<file path="src/sv/pal_pkg.sv">
// Shared codes and field widths for the positional array list.
`default_nettype none
package pal_pkg;

  localparam int unsigned CAPACITY_DEF = 16;

  localparam int unsigned REQ_W = 3;
  localparam int unsigned VAL_W = 32;
  localparam int unsigned POS_W = 5;
  localparam int unsigned ST_W  = 3;
  localparam int unsigned CNT_W = 5;

  localparam logic [REQ_W-1:0] REQ_CLEAR  = 3'd0;
  localparam logic [REQ_W-1:0] REQ_APPEND = 3'd1;
  localparam logic [REQ_W-1:0] REQ_INSERT = 3'd2;
  localparam logic [REQ_W-1:0] REQ_DELETE = 3'd3;
  localparam logic [REQ_W-1:0] REQ_FIND   = 3'd4;
  localparam logic [REQ_W-1:0] REQ_READ   = 3'd5;

  localparam logic [ST_W-1:0] ST_OK        = 3'd0;
  localparam logic [ST_W-1:0] ST_FULL      = 3'd1;
  localparam logic [ST_W-1:0] ST_EMPTY     = 3'd2;
  localparam logic [ST_W-1:0] ST_POS_ZERO  = 3'd3;
  localparam logic [ST_W-1:0] ST_BEYOND    = 3'd4;
  localparam logic [ST_W-1:0] ST_NOT_FOUND = 3'd5;

endpackage
`default_nettype wire

</file>
<file path="src/sv/pal_ram.sv">
// Generic single-write, single-read RAM with registered read data.
`default_nettype none
module pal_ram #(
  parameter int unsigned WIDTH = 32,
  parameter int unsigned DEPTH = 16
) (
  input  wire logic                     clk_i,
  input  wire logic                     we_i,
  input  wire logic [$clog2(DEPTH)-1:0] waddr_i,
  input  wire logic [WIDTH-1:0]         wdata_i,
  input  wire logic [$clog2(DEPTH)-1:0] raddr_i,
  output logic      [WIDTH-1:0]         rdata_o
);

  logic [WIDTH-1:0] mem_q [DEPTH];

  always_ff @(posedge clk_i) begin
    if (we_i) begin
      mem_q[waddr_i] <= wdata_i;
    end
    rdata_o <= mem_q[raddr_i];
  end

endmodule
`default_nettype wire

</file>
<file path="src/sv/positional_array_list_core.sv">
// Top level of the positional array list: request sequencer around the element RAM.
//
//  channel  | ports                                          | handshake
//  ---------+------------------------------------------------+--------------------------
//  request  | req_type_i, value_i, position_i                | start & !busy
//  result   | status_o, found_position_o, read_value_o,      | done_o, one cycle, no stall
//           | count_o                                        |
//
// Clear, append, refused requests and unused codes finish at the accept edge:
// the result shows in the next cycle. Read, find, delete and insert step through the
// read, find or move state, insert then a final write state; the single RAM port
// pair moves one entry per cycle. Reset empties the list; store
// contents stay undefined until written. One transaction is in work at a time;
// the result side cannot stall.
`default_nettype none
module positional_array_list_core #(
  parameter int unsigned CAPACITY = pal_pkg::CAPACITY_DEF
) (
  input  wire logic                               clk_i,
  input  wire logic                               rst_ni,
  input  wire logic                               start,
  output logic                                    busy,
  input  wire logic        [pal_pkg::REQ_W-1:0]   req_type_i,
  input  wire logic signed [pal_pkg::VAL_W-1:0]   value_i,
  input  wire logic        [pal_pkg::POS_W-1:0]   position_i,
  output logic                                    done_o,
  output logic             [pal_pkg::ST_W-1:0]    status_o,
  output logic             [pal_pkg::POS_W-1:0]   found_position_o,
  output logic signed      [pal_pkg::VAL_W-1:0]   read_value_o,
  output logic             [pal_pkg::CNT_W-1:0]   count_o
);

  import pal_pkg::*;

  localparam int unsigned AW = $clog2(CAPACITY);
  localparam int unsigned LW = $clog2(CAPACITY + 1);
  localparam int unsigned CW = (LW > POS_W) ? LW : POS_W;

  localparam logic [2:0] S_IDLE   = 3'd0;
  localparam logic [2:0] S_READ   = 3'd1;
  localparam logic [2:0] S_FIND   = 3'd2;
  localparam logic [2:0] S_MOVE   = 3'd3;
  localparam logic [2:0] S_INSFIN = 3'd4;

  function automatic logic [CNT_W-1:0] to_field(input logic [LW-1:0] v);
    logic [CW-1:0] e;
    e = CW'(v);
    return e[CNT_W-1:0];
  endfunction

  logic [2:0]       state_q, state_d;
  logic [LW-1:0]    len_q, len_d;
  logic             done_q, done_d;
  logic [ST_W-1:0]  status_q, status_d;
  logic [POS_W-1:0] found_q, found_d;
  logic [VAL_W-1:0] rdval_q, rdval_d;
  logic [CNT_W-1:0] count_q, count_d;
  logic [VAL_W-1:0] val_q, val_d;
  logic [AW-1:0]    pos_q, pos_d;
  logic             ins_q, ins_d;
  logic [LW-1:0]    ptr_q, ptr_d;
  logic [LW-1:0]    rem_q, rem_d;
  logic             cmp_vld_q, cmp_vld_d;
  logic [LW-1:0]    cmp_idx_q, cmp_idx_d;
  logic             pend_q, pend_d;
  logic [AW-1:0]    pend_addr_q, pend_addr_d;

  logic             we;
  logic [AW-1:0]    waddr;
  logic [VAL_W-1:0] wdata;
  logic [AW-1:0]    raddr;
  logic [VAL_W-1:0] rdata;

  logic [CW-1:0]    pos_ext, len_ext, pos_m1;
  logic [LW-1:0]    ptr_up, ptr_dn, cmp_idx_p1;
  logic             full, accept;

  assign pos_ext    = CW'(position_i);
  assign len_ext    = CW'(len_q);
  assign pos_m1     = pos_ext - CW'(1);
  assign full       = (len_q == LW'(CAPACITY));
  assign ptr_up     = ptr_q + LW'(1);
  assign ptr_dn     = ptr_q - LW'(1);
  assign cmp_idx_p1 = cmp_idx_q + LW'(1);
  assign busy       = (state_q != S_IDLE);
  assign accept     = start && !busy;

  pal_ram #(
    .WIDTH (VAL_W),
    .DEPTH (CAPACITY)
  ) u_store (
    .clk_i   (clk_i),
    .we_i    (we),
    .waddr_i (waddr),
    .wdata_i (wdata),
    .raddr_i (raddr),
    .rdata_o (rdata)
  );

  always_comb begin
    state_d     = state_q;
    len_d       = len_q;
    done_d      = 1'b0;
    status_d    = status_q;
    found_d     = found_q;
    rdval_d     = rdval_q;
    count_d     = count_q;
    val_d       = val_q;
    pos_d       = pos_q;
    ins_d       = ins_q;
    ptr_d       = ptr_q;
    rem_d       = rem_q;
    cmp_vld_d   = cmp_vld_q;
    cmp_idx_d   = cmp_idx_q;
    pend_d      = pend_q;
    pend_addr_d = pend_addr_q;
    we          = 1'b0;
    waddr       = pend_addr_q;
    wdata       = rdata;
    raddr       = ptr_q[AW-1:0];

    unique case (state_q)
      S_IDLE: begin
        if (accept) begin
          val_d    = value_i;
          pos_d    = pos_m1[AW-1:0];
          status_d = ST_OK;
          found_d  = '0;
          rdval_d  = '0;
          case (req_type_i)
            REQ_CLEAR: begin
              len_d  = '0;
              done_d = 1'b1;
            end
            REQ_APPEND: begin
              done_d = 1'b1;
              if (full) begin
                status_d = ST_FULL;
              end else begin
                we    = 1'b1;
                waddr = len_q[AW-1:0];
                wdata = value_i;
                len_d = len_q + LW'(1);
              end
            end
            REQ_INSERT: begin
              if (full) begin
                status_d = ST_FULL;
                done_d   = 1'b1;
              end else if (position_i == '0) begin
                status_d = ST_POS_ZERO;
                done_d   = 1'b1;
              end else if (pos_m1 > len_ext) begin
                status_d = ST_BEYOND;
                done_d   = 1'b1;
              end else begin
                // shift entries pos-1..len-1 up, top first
                ins_d   = 1'b1;
                rem_d   = LW'(len_ext - pos_m1);
                ptr_d   = len_q - LW'(1);
                pend_d  = 1'b0;
                state_d = S_MOVE;
              end
            end
            REQ_DELETE: begin
              if (len_q == '0) begin
                status_d = ST_EMPTY;
                done_d   = 1'b1;
              end else if (position_i == '0) begin
                status_d = ST_POS_ZERO;
                done_d   = 1'b1;
              end else if (pos_ext > len_ext) begin
                status_d = ST_BEYOND;
                done_d   = 1'b1;
              end else begin
                // shift entries pos..len-1 down, bottom first
                ins_d   = 1'b0;
                rem_d   = LW'(len_ext - pos_ext);
                ptr_d   = LW'(pos_ext);
                pend_d  = 1'b0;
                state_d = S_MOVE;
              end
            end
            REQ_FIND: begin
              if (len_q == '0) begin
                status_d = ST_NOT_FOUND;
                done_d   = 1'b1;
              end else begin
                ptr_d     = '0;
                cmp_vld_d = 1'b0;
                state_d   = S_FIND;
              end
            end
            REQ_READ: begin
              if (position_i == '0) begin
                status_d = ST_POS_ZERO;
                done_d   = 1'b1;
              end else if (pos_ext > len_ext) begin
                status_d = ST_BEYOND;
                done_d   = 1'b1;
              end else begin
                raddr   = pos_m1[AW-1:0];
                state_d = S_READ;
              end
            end
            default: begin
              done_d = 1'b1;
            end
          endcase
        end
      end

      S_READ: begin
        rdval_d = rdata;
        done_d  = 1'b1;
        state_d = S_IDLE;
      end

      S_FIND: begin
        // issue one address per cycle, compare the entry issued the cycle before
        raddr     = ptr_q[AW-1:0];
        cmp_vld_d = (ptr_q != len_q);
        cmp_idx_d = ptr_q;
        if (ptr_q != len_q) begin
          ptr_d = ptr_up;
        end
        if (cmp_vld_q && (rdata == val_q)) begin
          found_d = to_field(cmp_idx_p1);
          done_d  = 1'b1;
          state_d = S_IDLE;
        end else if (cmp_vld_q && (ptr_q == len_q)) begin
          status_d = ST_NOT_FOUND;
          done_d   = 1'b1;
          state_d  = S_IDLE;
        end
      end

      S_MOVE: begin
        if (pend_q) begin
          we    = 1'b1;
          waddr = pend_addr_q;
          wdata = rdata;
        end
        if (rem_q != '0) begin
          raddr       = ptr_q[AW-1:0];
          pend_d      = 1'b1;
          pend_addr_d = ins_q ? ptr_up[AW-1:0] : ptr_dn[AW-1:0];
          ptr_d       = ins_q ? ptr_dn : ptr_up;
          rem_d       = rem_q - LW'(1);
        end else begin
          // the last moved entry lands at this edge
          pend_d = 1'b0;
          if (ins_q) begin
            state_d = S_INSFIN;
          end else begin
            len_d   = len_q - LW'(1);
            done_d  = 1'b1;
            state_d = S_IDLE;
          end
        end
      end

      S_INSFIN: begin
        we      = 1'b1;
        waddr   = pos_q;
        wdata   = val_q;
        len_d   = len_q + LW'(1);
        done_d  = 1'b1;
        state_d = S_IDLE;
      end

      default: begin
        state_d = S_IDLE;
      end
    endcase

    if (done_d) begin
      count_d = to_field(len_d);
    end
  end

  always_ff @(posedge clk_i or negedge rst_ni) begin
    if (!rst_ni) begin
      state_q <= S_IDLE;
      len_q   <= '0;
      done_q  <= 1'b0;
    end else begin
      state_q <= state_d;
      len_q   <= len_d;
      done_q  <= done_d;
    end
  end

  always_ff @(posedge clk_i) begin
    status_q    <= status_d;
    found_q     <= found_d;
    rdval_q     <= rdval_d;
    count_q     <= count_d;
    val_q       <= val_d;
    pos_q       <= pos_d;
    ins_q       <= ins_d;
    ptr_q       <= ptr_d;
    rem_q       <= rem_d;
    cmp_vld_q   <= cmp_vld_d;
    cmp_idx_q   <= cmp_idx_d;
    pend_q      <= pend_d;
    pend_addr_q <= pend_addr_d;
  end

  assign done_o           = done_q;
  assign status_o         = status_q;
  assign found_position_o = found_q;
  assign read_value_o     = $signed(rdval_q);
  assign count_o          = count_q;

endmodule
`default_nettype wire

</file>
<file path="config.mk">
export PLATFORM = sky130hd
export DESIGN_NAME = positional_array_list_core
export DESIGN_NICKNAME = d
export VERILOG_FILES = /design/src/sv/pal_pkg.sv /design/src/sv/pal_ram.sv /design/src/sv/positional_array_list_core.sv
export SDC_FILE = /design/constraint.sdc
export NUM_CORES = 1
export LEC_CHECK = 0
export ABC_AREA = 1
export ABC_CLOCK_PERIOD_IN_PS = 11180
export BUFFER_PORTS_ARGS = -buffer_cell sky130_fd_sc_hd__buf_2
export CORE_MARGIN = 5
export CORE_UTILIZATION = 48
export CTS_BUF_LIST = sky130_fd_sc_hd__clkbuf_4
export DETAILED_ROUTE_END_ITERATION = 10
export SYNTH_ARGS = -nofsm -noshare
export SYNTH_HDL_FRONTEND = slang
export SYNTH_HIERARCHICAL = 1
export SYNTH_SLANG_ARGS = --single-unit
</file>
<file path="constraint.sdc">
create_clock -name clk_i -period 11.18 [get_ports clk_i]
set_input_delay 1.118 -clock clk_i [delete_from_list [all_inputs] [get_ports clk_i]]
set_output_delay 1.118 -clock clk_i [all_outputs]
set_load 0.03 [all_outputs]
</file>
=== Word level (Yosys, flattened, before mapping) ===
Memories as Yosys holds them, arrays and structs flattened. A register that Yosys moved wholly into a read port is not among the register bits.
Index checks and enable logic that the tools add are counted.

* Flip-flop bits (word level): 112
* RAM bits: 512
* Input bits: 43
* Word-level logic and storage cells: 212
* Memories kept: 1

{| class="wikitable"
|+ Memories
! name !! depth !! bits a word !! rd ports !! clocked after memory_dff !! write ports !! RTL line !! source
|-
| u_store.mem_q || 16 || 32 || 1 || 1 || 1 || pal_ram.sv:15 || <nowiki>logic [WIDTH-1:0] mem_q [DEPTH];</nowiki>
|}

* Add/sub/neg operators: 9
* Order comparisons: 2
* Equality and inequality tests: 41
* Multiplexer cells: 116
* Reduce and logical (&&, ||, !) cells: 27

{| class="wikitable"
|+ Operators with widths
! cell !! count
|-
| $mux W32 || 4
|-
| $pmux W32 S2 || 2
|-
| $mux W5 || 25
|-
| $mux W3 || 24
|-
| $pmux W5 S3 || 3
|-
| $pmux W5 S2 || 4
|-
| $mux W4 || 9
|-
| $mux W1 || 33
|-
| $eq A32 B32 Y1 || 1
|-
| $ne A3 B3 Y1 const B || 10
|-
| $ne A2 B2 Y1 const B || 14
|-
| $sub A5 B1 Y5 const B || 4
|-
| $reduce_and A9 Y1 || 2
|-
| $add A5 B1 Y5 const B || 3
|-
| $pmux W3 S5 || 1
|-
| $reduce_and A13 Y1 || 1
|-
| $eq A3 B2 Y1 const B || 4
|-
| $pmux W3 S4 || 1
|-
| $reduce_and A12 Y1 || 1
|-
| $gt A5 B5 Y1 || 2
|-
| $logic_not A5 Y1 || 2
|-
| $reduce_and A10 Y1 || 1
|-
| $sub A5 B5 Y5 || 2
|-
| $eq A3 B3 Y1 const B || 3
|-
| other kinds (24) || 39
|}

=== Longest topological paths before layout ===
Gate-level depths: netlist of the first run.

* Depth in word-level cells: 8
* Mapped depth: 20

=== Hierarchy ===
The synthesis of the first run kept the hierarchy.

{| class="wikitable"
|+ By module, submodules not included
! module !! times used !! cells an instance !! area an instance (um^2) !! seq. area each (um^2)
|-
| pal_ram || 1 || 2120 || 22730.6 || 16015.4
|-
| positional_array_list_core || 1 || 825 || 6965.4 || 3318.2
|}

=== Least setup slack after synthesis of the first run ===
No wires, ideal clock.

* Kind: input-to-reg
* Start: input start
* End: memory u_store.mem_q[11][0], enable pin
* Arrival: 4.163 ns
* Data required time: 10.759 ns
* Slack: 6.596 ns
* Stages on the path: 7
* Buffers on the path: 1
* Path through: inv_1 -> nor2_4 -> nand3_4 -> buf_4 -> o311ai_1 -> nand2_1 -> nor2_1

* Elaborated cells on any way between the ends: 7
* Classes of those cells: mux: 6; reduce/logical: 1

{| class="wikitable"
|+ RTL lines
! what !! RTL line !! source
|-
| from (decl) || positional_array_list_core.sv:21 || <nowiki>input wire logic start,</nowiki>
|-
| $logic_and A1 B1 Y1 || positional_array_list_core.sv:86 || <nowiki>assign accept = start && !busy;</nowiki>
|-
| $mux W4 || positional_array_list_core.sv:124 || <nowiki>if (accept) begin</nowiki>
|-
| $pmux W4 S2 || positional_array_list_core.sv:122 || <nowiki>unique case (state_q)</nowiki>
|-
| net waddr[1] || positional_array_list_core.sv:69 || <nowiki>logic [AW-1:0] waddr;</nowiki>
|-
| to (decl) || pal_ram.sv:15 ||
|}

The timed path passes the listed nets, and every way through them passes these cells.

=== Worst setup path after layout of the first run ===
* Start: register state_q[1]
* End: register u_store.rdata_o[12] (read register of u_store.mem_q)

* Longest elaborated chain between the ends: 5
* Elaborated cells on any way between the ends: 6
* Classes of those cells: mux: 2; reduce/logical: 4

{| class="wikitable"
|+ RTL lines
! what !! RTL line !! source
|-
| from (decl) || positional_array_list_core.sv:51 || <nowiki>logic [2:0] state_q, state_d;</nowiki>
|-
| from (signal assigned) || positional_array_list_core.sv:288 || <nowiki>state_q <= state_d;</nowiki>
|-
| $reduce_bool A3 Y1 || positional_array_list_core.sv:85 || <nowiki>assign busy = (state_q != S_IDLE);</nowiki>
|-
| $logic_not A1 Y1 || positional_array_list_core.sv:86 ||
|-
| $logic_and A1 B1 Y1 || positional_array_list_core.sv:86 ||
|-
| $mux W4 || positional_array_list_core.sv:124 ||
|-
| $mux W4 * || n/a ||
|-
| net raddr[0] || positional_array_list_core.sv:71 || <nowiki>logic [AW-1:0] raddr;</nowiki>
|-
| to (decl) || pal_ram.sv:12 || <nowiki>output logic [WIDTH-1:0] rdata_o</nowiki>
|}

Mark *: on every way through the listed nets, which the timed path passes. The rest lies on a longest branch.
A chain may end at the register's enable or synchronous reset.

==> impl_metrics.py, run 1 <==
metrics = {
    "global_route": {
        "total_grt_overflow": 0,
        "first_pass_grt_wire_length_um": 122300,
        "maximum_number_of_pins_on_one_net_before_global_route_repair": 214,
        "global_route.usage.total_pct": 24.13,
        "grt_pass1_vias": 20770,
        "grt_antenna_before_repair": 5,
    },
    "synth": {
        "synth.net_count": 3007,
        "synth_xor_xnor_area_share_pct": 0.8553,
        "syn_area_per_cell_um2": 10.08,
        "seq_area_frac_synth_pct": 65.10,
        "synthArstFlopShare_pct": 1.372,
        "netlist_area_mm2": 0.02970,
        "yosys-mux-area-fraction_pct": 0,
        "synth_flop_cell": "edfxtp_1",
        "synth-edff-count": 615,
        "synth_simple_gate_area_share_pct": 20.92,
        "number_of_standard_cells_after_synthesis": 2945,
        "synth_cell_types": 46,
        "yosys_warnings": 6,
        "dominant_combinational_cell_family_by_area_after_synthesis": "simple AND/OR/NAND/NOR gates",
        "yosys_register_bits": 656,
        "post_synth_fa_ha_maj_area_fraction_pct": 0.8511,
        "synth_compound_area_share_pct": 2.975,
    },
    "floorplan": {
        "design.portCount": 90,
        "floorplan.die.height_um": 258.7,
        "num_rows": 91,
        "total_core_area_mm2": 0.06148,
        "initial_utilization_pct": 48.30,
        "die_area_mm2": 0.06694,
        "chipWidth_um": 258.7,
    },
    "timing": {
        "timing_worst_slew_pin_value_ns": 1.415,
        "fin_setup_tns_ns": 0,
        "clock.fmax_mhz": 176.1,
        "finalSetupViolations": 0,
        "slew_viol_final": 0,
        "setup_repair_after_global_routing_missed_its_margin": "false",
        "timing_hold_violations_final": 0,
        "worst_slew_margin_rel_pct": 5.682,
        "skew_ns": 0.07636,
        "finalCritPeriodShare_pct": 50.79,
        "post-route-min-period_ns": 5.678,
    },
    "drt": {
        "detailedRoute.firstPassIterationCount": 9,
        "totalWireLength_um": 81340,
        "remaining_routing_drc_violations": 0,
        "dr.first_iter.drc_count": 2023,
        "drt-vias-per-instance": 5.273,
        "avgRoutedWirePerCell_um": 20.05,
        "total_via_count_in_the_routed_design": 21390,
        "postRouteAntennaNets": 0,
    },
    "worst_setup_path": {
        "path_class": "flip-flop to flip-flop",
        "reg2reg_depth": 16,
        "signal_arrival_time_at_the_worst_endpoint_ns": 6.54,
        "timing.critical_path.required_ns": 12.05,
        "reg2reg_from": "state_q[1]$_DFFE_PN0P_",
        "worst_r2r_endpoint": "u_store/rdata_o[12]$_DFF_P_",
        "timing.critical_path.fanout_max": 99,
        "timing.critical_path.to_type": "flip-flop",
        "r2r_slack_ns": 5.50,
        "timing.critical_path.from_type": "flip-flop",
    },
    "clocking": {
        "cts_resized": 0,
        "post-cts-setup-buffers": 0,
        "worst_setup_hold_path_clk_slew_ns": 0.07,
        "clockBufferDepth": 3,
        "clock-sinks": 656,
        "cts_tree": "done",
        "clock_tree.htree_level_count": 4,
        "clk_latency_ns": 1.01,
        "cts-buffers-inserted": 169,
        "ctsRootBufferMaster": "clkbuf_4",
    },
    "placed_design": {
        "global_placement_routability_congestion": 0.8798,
        "detailed_place_hpwl_um": 44890,
        "place.port_buffers": 89,
        "placedInstanceArea_mm2": 0.03083,
    },
    "power": {
        "power_density_mw_per_mm2": 270.6,
        "leakage_uw": 0.01439,
        "vdd_drop_max_mv": 0.2433,
    },
    "layout": {
        "final_design_area_no_fill_mm2": 0.03317,
        "drive_gt1_share_pct": 14.31,
        "layout.nets": 3182,
        "synthToLayoutAreaGrowth_pct": 11.69,
        "n_fill_cell": 5505,
    },
    "run_status": {
        "run_status": "finished, final reports clean",
    },
    "min_path": {
        "hold_path_class": "input port to flip-flop",
        "timing.hold.worst.start": "value_i[16]",
        "holdPathEnd": "val_q[16]$_DFFE_PP_",
        "worstHoldPathCells": 1,
    },
    "flow_run": {
        "timing.max_cap.violations": 0,
    },
}
[power breakdown]
group          switching (µW)  internal, µW
sequential                151          3410
combinational            2410           845
clock                     970          1190
[synth_stat cells (3+ instances only)]
master	n	area, µm²
a21oi_1	41	205.2
a31oi_1	5	31.28
and2_1	4	25.02
buf_1	17	63.81
buf_2	46	230.2
buf_4	10	75.07
buf_6	30	337.8
clkbuf_1	24	90.09
dfrtp_1	9	225.2
dfxtp_1	32	640.6
edfxtp_1	615	18470
ha_1	17	212.7
inv_1	502	1884
inv_2	12	45.04
nand2_1	850	3191
nand2_2	4	25.02
nand3_1	442	2212
nand3_2	3	30.03
nand3b_1	6	45.04
nand4_1	13	81.33
nor2_1	109	409.1
nor2_2	5	31.28
nor2_4	5	56.30
nor3_1	8	40.04
nor3b_1	3	22.52
o2111ai_1	6	52.55
o211ai_1	9	67.56
o21ai_0	24	120.1
o21ai_1	18	90.09
o221ai_1	26	227.7
o22ai_1	4	25.02
xnor2_1	16	140.1
xor2_1	13	113.9
[cells in the final DEF (no fill, tap or decap), types with 38 or more instances in the layout]
cell | netlist | routed
buf_2 | 46 | 89
a21oi_1 | 41 | 41
clkinv_1 | 0 | 38
clkbuf_4 | 0 | 263
nand2_1 | 850 | 849
buf_4 | 10 | 40
nor2_1 | 109 | 93
edfxtp_1 | 615 | 615
inv_1 | 502 | 501
nand3_1 | 442 | 442
[through the flow]
| step | hold WS (ns) | instances | worst slack (ns) | util (%) | total power, µW |
|---|---|---|---|---|---|
| 3_5_place_dp | 0.5636 | 3738 | 5.592 | 50.14 | 6837 |
| 2_1_floorplan | 0.4244 | 2945 | 6.596 | - | 5861 |
| 5_1_grt | 0.2525 | 4055 | 5.171 | 53.94 | 9528 |
| 4_1_cts | 0.2005 | 4054 | 5.581 | 53.93 | 9011 |
| 6_report | 0.3119 | 4056 | 5.502 | 53.94 | 8975 |
| 3_3_place_gp | 0.5662 | 3738 | 5.638 | 50.14 | 6782 |
[flip-flops by register name, indices dropped and copies added, names as in the netlist, 3 cells and up]
signal,count
cmp_idx_q,5
count_o,5
found_position_o,5
len_ext,5
pend_addr_q,4
pos_q,4
ptr_q,5
read_value_o,32
rem_q,5
state_q,3
status_o,3
u_store/mem_q,512
u_store/rdata_o,32
val_q,32
[area by class of cell]
class,count,area [µm²],area share (%)
sequential,656,19330,58.29
multi-input combinational,1645,7777,23.45
clock buffer,263,1974,5.953
inverter,516,1949,5.877
tap,790,988.4,2.980
timing repair buffer,132,795.8,2.399
clock inverter,52,342.8,1.034
antenna,2,5.005,0.01509
[layer usage]
metal	part of all wire [%]	up-vias	GRT usage, %
li1	-	10130	-
met1	43	10210	33.16
met2	47	902	38.28
met3	8.2	140	5.047
met4	2.6	0	9.031
met5	0	-	0
[kinds of logic after synthesis]
group,Yosys count
and+or+nand+nor,1456
DFF,656
adders and majority gates,19
buffers and inverters,644
AOI/OAI and AO/OA,141
xor gates and xnor gates,29
[worst max-delay path, cell delays in order, from the launching register on]
cell and delay (ns):
dfrtp_1 0.45, nor2_4 0.12, buf_4 0.42, nand2_4 0.36, nor2_4 0.17, buf_4 0.56, inv_2 0.16, nor3_2 0.73
o21ai_4 0.06, buf_4 0.32, inv_6 0.59, buf_4 0.95, nand2_1 0.18, nand3_1 0.13, nand3_1 0.08, nand3_1 0.10
nand2_1 0.06
[how the worst max path moves through the flow]
| stage | start | to | slack, ns | depth (start not counted) |
|---|---|---|---|---|
| 2_1_floorplan | start | u_store/mem_q[11][0]$_DFFE_PP_ | 6.60 | 7 |
| 3_3_place_gp | state_q[1]$_DFFE_PN0P_ | u_store/rdata_o[7]$_DFF_P_ | 5.64 | 16 |
| 3_5_place_dp | state_q[1]$_DFFE_PN0P_ | u_store/rdata_o[11]$_DFF_P_ | 5.59 | 16 |
| 4_1_cts | state_q[1]$_DFFE_PN0P_ | u_store/rdata_o[15]$_DFF_P_ | 5.58 | 16 |
| 5_1_grt | state_q[1]$_DFFE_PN0P_ | u_store/rdata_o[7]$_DFF_P_ | 5.17 | 17 |
| 6_report | state_q[1]$_DFFE_PN0P_ | u_store/rdata_o[12]$_DFF_P_ | 5.50 | 16 |
[timing repair]
item | CTS | global route
hold buffers | 1 | 0
setup endpoints to repair | 0 | 0
endpoints found under the hold margin | 9 | 0
Note: power is estimated with default switching activity, not from simulation.
==> run 2: changes to the inputs <==
- ABC_CLOCK_PERIOD_IN_PS: 11180 -> 4730
- PLACE_DENSITY: not set -> 0.67
- clock period: 11.18 -> 4.73 ns (I/O delays scaled with it)
==> impl_metrics.py, run 2 (same netlist as run 1, synthesis figures left out) <==
metrics = {
    "timing": {
        "clock.fmax_mhz": 260.3,
        "post-route-min-period_ns": 3.841,
        "fin_ws_ns": 0.8887,
        "fin_setup_tns_ns": 0,
        "slew_viol_final": 0,
        "worst_slew_margin_rel_pct": 8.099,
        "finalSetupViolations": 0,
        "finalCritPeriodShare_pct": 81.21,
        "timing_worst_slew_pin_value_ns": 1.379,
        "skew_ns": 0.07877,
        "timing_hold_violations_final": 0,
        "setup_repair_after_global_routing_missed_its_margin": "false",
    },
    "layout": {
        "final_design_area_no_fill_mm2": 0.03368,
        "regMostFlops": "u_store/mem_q",
        "synthToLayoutAreaGrowth_pct": 13.42,
        "layout.nets": 3238,
        "layout.cells.most_common": "nand2_1",
        "number_of_flip_flops_under_the_largest_register_name": 512,
        "most-common-layout-cells": "nand2_1 (850), edfxtp_1 (615), inv_1 (501)",
        "drive_gt1_share_pct": 14.66,
    },
    "min_path": {
        "worstHoldPathCells": 6,
        "hold_path_class": "input port to flip-flop",
        "holdPathEnd": "state_q[0]$_DFFE_PN0P_",
        "timing.hold.worst.start": "req_type_i[2]",
    },
    "placed_design": {
        "global_placement_routability_congestion": 0.9550,
        "pre_cts_ws_ns": 0.6481,
        "place.port_buffers": 89,
        "detailed_place_hpwl_um": 45900,
        "placedInstanceArea_mm2": 0.03108,
    },
    "power": {
        "leakage_uw": 0.01462,
        "p_switching_uw": 8344,
        "vdd_drop_max_mv": 0.6069,
        "power.internal_uw": 12660,
        "power_density_mw_per_mm2": 623.6,
        "power.share.clock_pct": 22.9,
        "netSwitchingFraction_pct": 39.72,
        "pwr-share-seq_pct": 39.9,
        "combPwrFrac_pct": 37.2,
    },
    "clocking": {
        "clk_latency_ns": 1.04,
        "clockBufferDepth": 3,
        "clock-sinks": 656,
        "clock_tree.htree_level_count": 4,
        "ctsRootBufferMaster": "clkbuf_4",
        "cts_resized": 0,
        "worst_setup_hold_path_clk_slew_ns": 0.07,
        "cts_tree": "done",
        "post-cts-setup-buffers": 0,
        "cts-buffers-inserted": 164,
    },
    "worst_setup_path": {
        "worst_path_largest_cell_delay_ns": 0.61,
        "path_class": "flip-flop to flip-flop",
        "r2r_slack_ns": 0.89,
        "critical_path.n_buffers_inverters": 3,
        "reg2reg_from": "len_ext[2]$_DFF_PN0_",
        "worst_r2r_endpoint": "u_store/rdata_o[8]$_DFF_P_",
        "path_delay_family": "buffers and inverters",
        "timing.critical_path.required_ns": 5.58,
        "reg2reg_depth": 17,
        "timing.critical_path.to_type": "flip-flop",
        "signal_arrival_time_at_the_worst_endpoint_ns": 4.69,
        "timing.critical_path.fanout_max": 142,
        "critical_path_cell_with_the_highest_stage_delay": "dfrtp_1",
        "worst_path_most_repeated_cell": "nand2_1",
        "path_cells": "ha_1 -> nand2_1 -> nand2_1 -> a21oi_1 -> nand2_1 -> nand2_1 -> nor3_2 -> buf_4 -> nand2_1 -> o21ai_4 -> inv_6 -> buf_12 -> nand2_1 -> nand3_1 -> nand3_1 -> nand3_1 -> nand2_1",
        "timing.critical_path.from_type": "flip-flop",
    },
    "global_route": {
        "first_pass_grt_wire_length_um": 120700,
        "grt_pass1_vias": 21000,
        "grt_antenna_before_repair": 2,
        "total_grt_overflow": 0,
        "maximum_number_of_pins_on_one_net_before_global_route_repair": 177,
        "global_route.usage.total_pct": 23.40,
    },
    "floorplan": {
        "num_rows": 91,
        "chipWidth_um": 258.7,
        "design.portCount": 90,
        "total_core_area_mm2": 0.06148,
        "floorplan.die.height_um": 258.7,
        "initial_utilization_pct": 48.30,
        "die_area_mm2": 0.06694,
    },
    "drt": {
        "totalWireLength_um": 78370,
        "remaining_routing_drc_violations": 0,
        "detailedRoute.firstPassIterationCount": 5,
        "drt-vias-per-instance": 5.261,
        "dr.first_iter.drc_count": 2059,
        "total_via_count_in_the_routed_design": 21610,
        "postRouteAntennaNets": 0,
        "avgRoutedWirePerCell_um": 19.08,
    },
    "flow_run": {
        "timing.max_cap.violations": 0,
    },
    "run_status": {
        "run_status": "finished, final reports clean",
    },
}
run 2: cell count changes in the layout (fill, tap and decap cells not counted), moves of 4 or more:
cell | before | now
buf_12 | 2 | 10
buf_4 | 40 | 54
bufinv_16 | 5 | 1
clkbuf_4 | 263 | 254
clkinv_1 | 38 | 31
dlygate4sd3_1 | 1 | 40
run 2: per-layer routing:
metal,up-vias,global-route usage [%],share of wire [%]
met3,150,5.563,9.4
li1,10230,-,-
met2,1028,36.85,47
met4,0,9.311,2.7
met1,10210,31.72,41
met5,-,0,0
run 2: area by class of cell:
cell class	count	area, µm²
Antenna cell	2	5.005
Clock buffer	254	1907
Clock inverter	52	272.8
Fill cell	5297	27800
Inverter	516	1947
Multi-Input combinational cell	1645	7775
Sequential cell	656	19330
Tap cell	790	988.4
Timing Repair Buffer	193	1451
run 2: power by group through the flow:
stage / Sequential [µW] / Combinational (µW) / Clock [µW]
final: 8380 / 7810 / 4820
after global routing: 8430 / 8600 / 5300
after CTS: 8380 / 7730 / 4950
after detailed placement: 8500 / 7670 / 0
after global placement: 8480 / 7550 / 0
after floorplan: 8720 / 5130 / 0
run 2: worst max path at each step:
stage                                 from                        endpoint  slack [ns]  depth (start not counted)
floorplan           state_q[1]$_DFFE_PN0P_  u_store/mem_q[15][0]$_DFFE_PP_        0.69                          8
global placement             position_i[0]      u_store/rdata_o[8]$_DFF_P_        0.70                         18
detailed placement           position_i[0]      u_store/rdata_o[8]$_DFF_P_        0.65                         18
CTS                   len_ext[2]$_DFF_PN0_      u_store/rdata_o[8]$_DFF_P_        0.89                         17
global route          len_ext[2]$_DFF_PN0_     u_store/rdata_o[11]$_DFF_P_        0.53                         17
finish                len_ext[2]$_DFF_PN0_      u_store/rdata_o[8]$_DFF_P_        0.89                         17
run 2: stage by stage:
stage                     hold WS (ns)  util [%]  total power (µW)  instances
after floorplan                 0.1774         -             13850       2945
after global placement          0.3555     50.55             16030       3759
after detailed placement        0.3497     50.55             16170       3759
after CTS                     0.003350     54.75             21060       4105
after global routing           0.08642     54.78             22320       4108
final                           0.1274     54.78             21000       4108
run 2: tightest hold or removal path: stages:
cell and delay, ns:
buf_2 0.12, nand2_1 0.08, inv_1 0.14, nor2_1 0.10
nand3_1 0.09, nand2_1 0.05
run 2: timing repair:
item                                   4_1_cts  5_1_grt
endpoints found under the hold margin       92        0
setup endpoints to repair                    0        0
hold buffers                                40        0
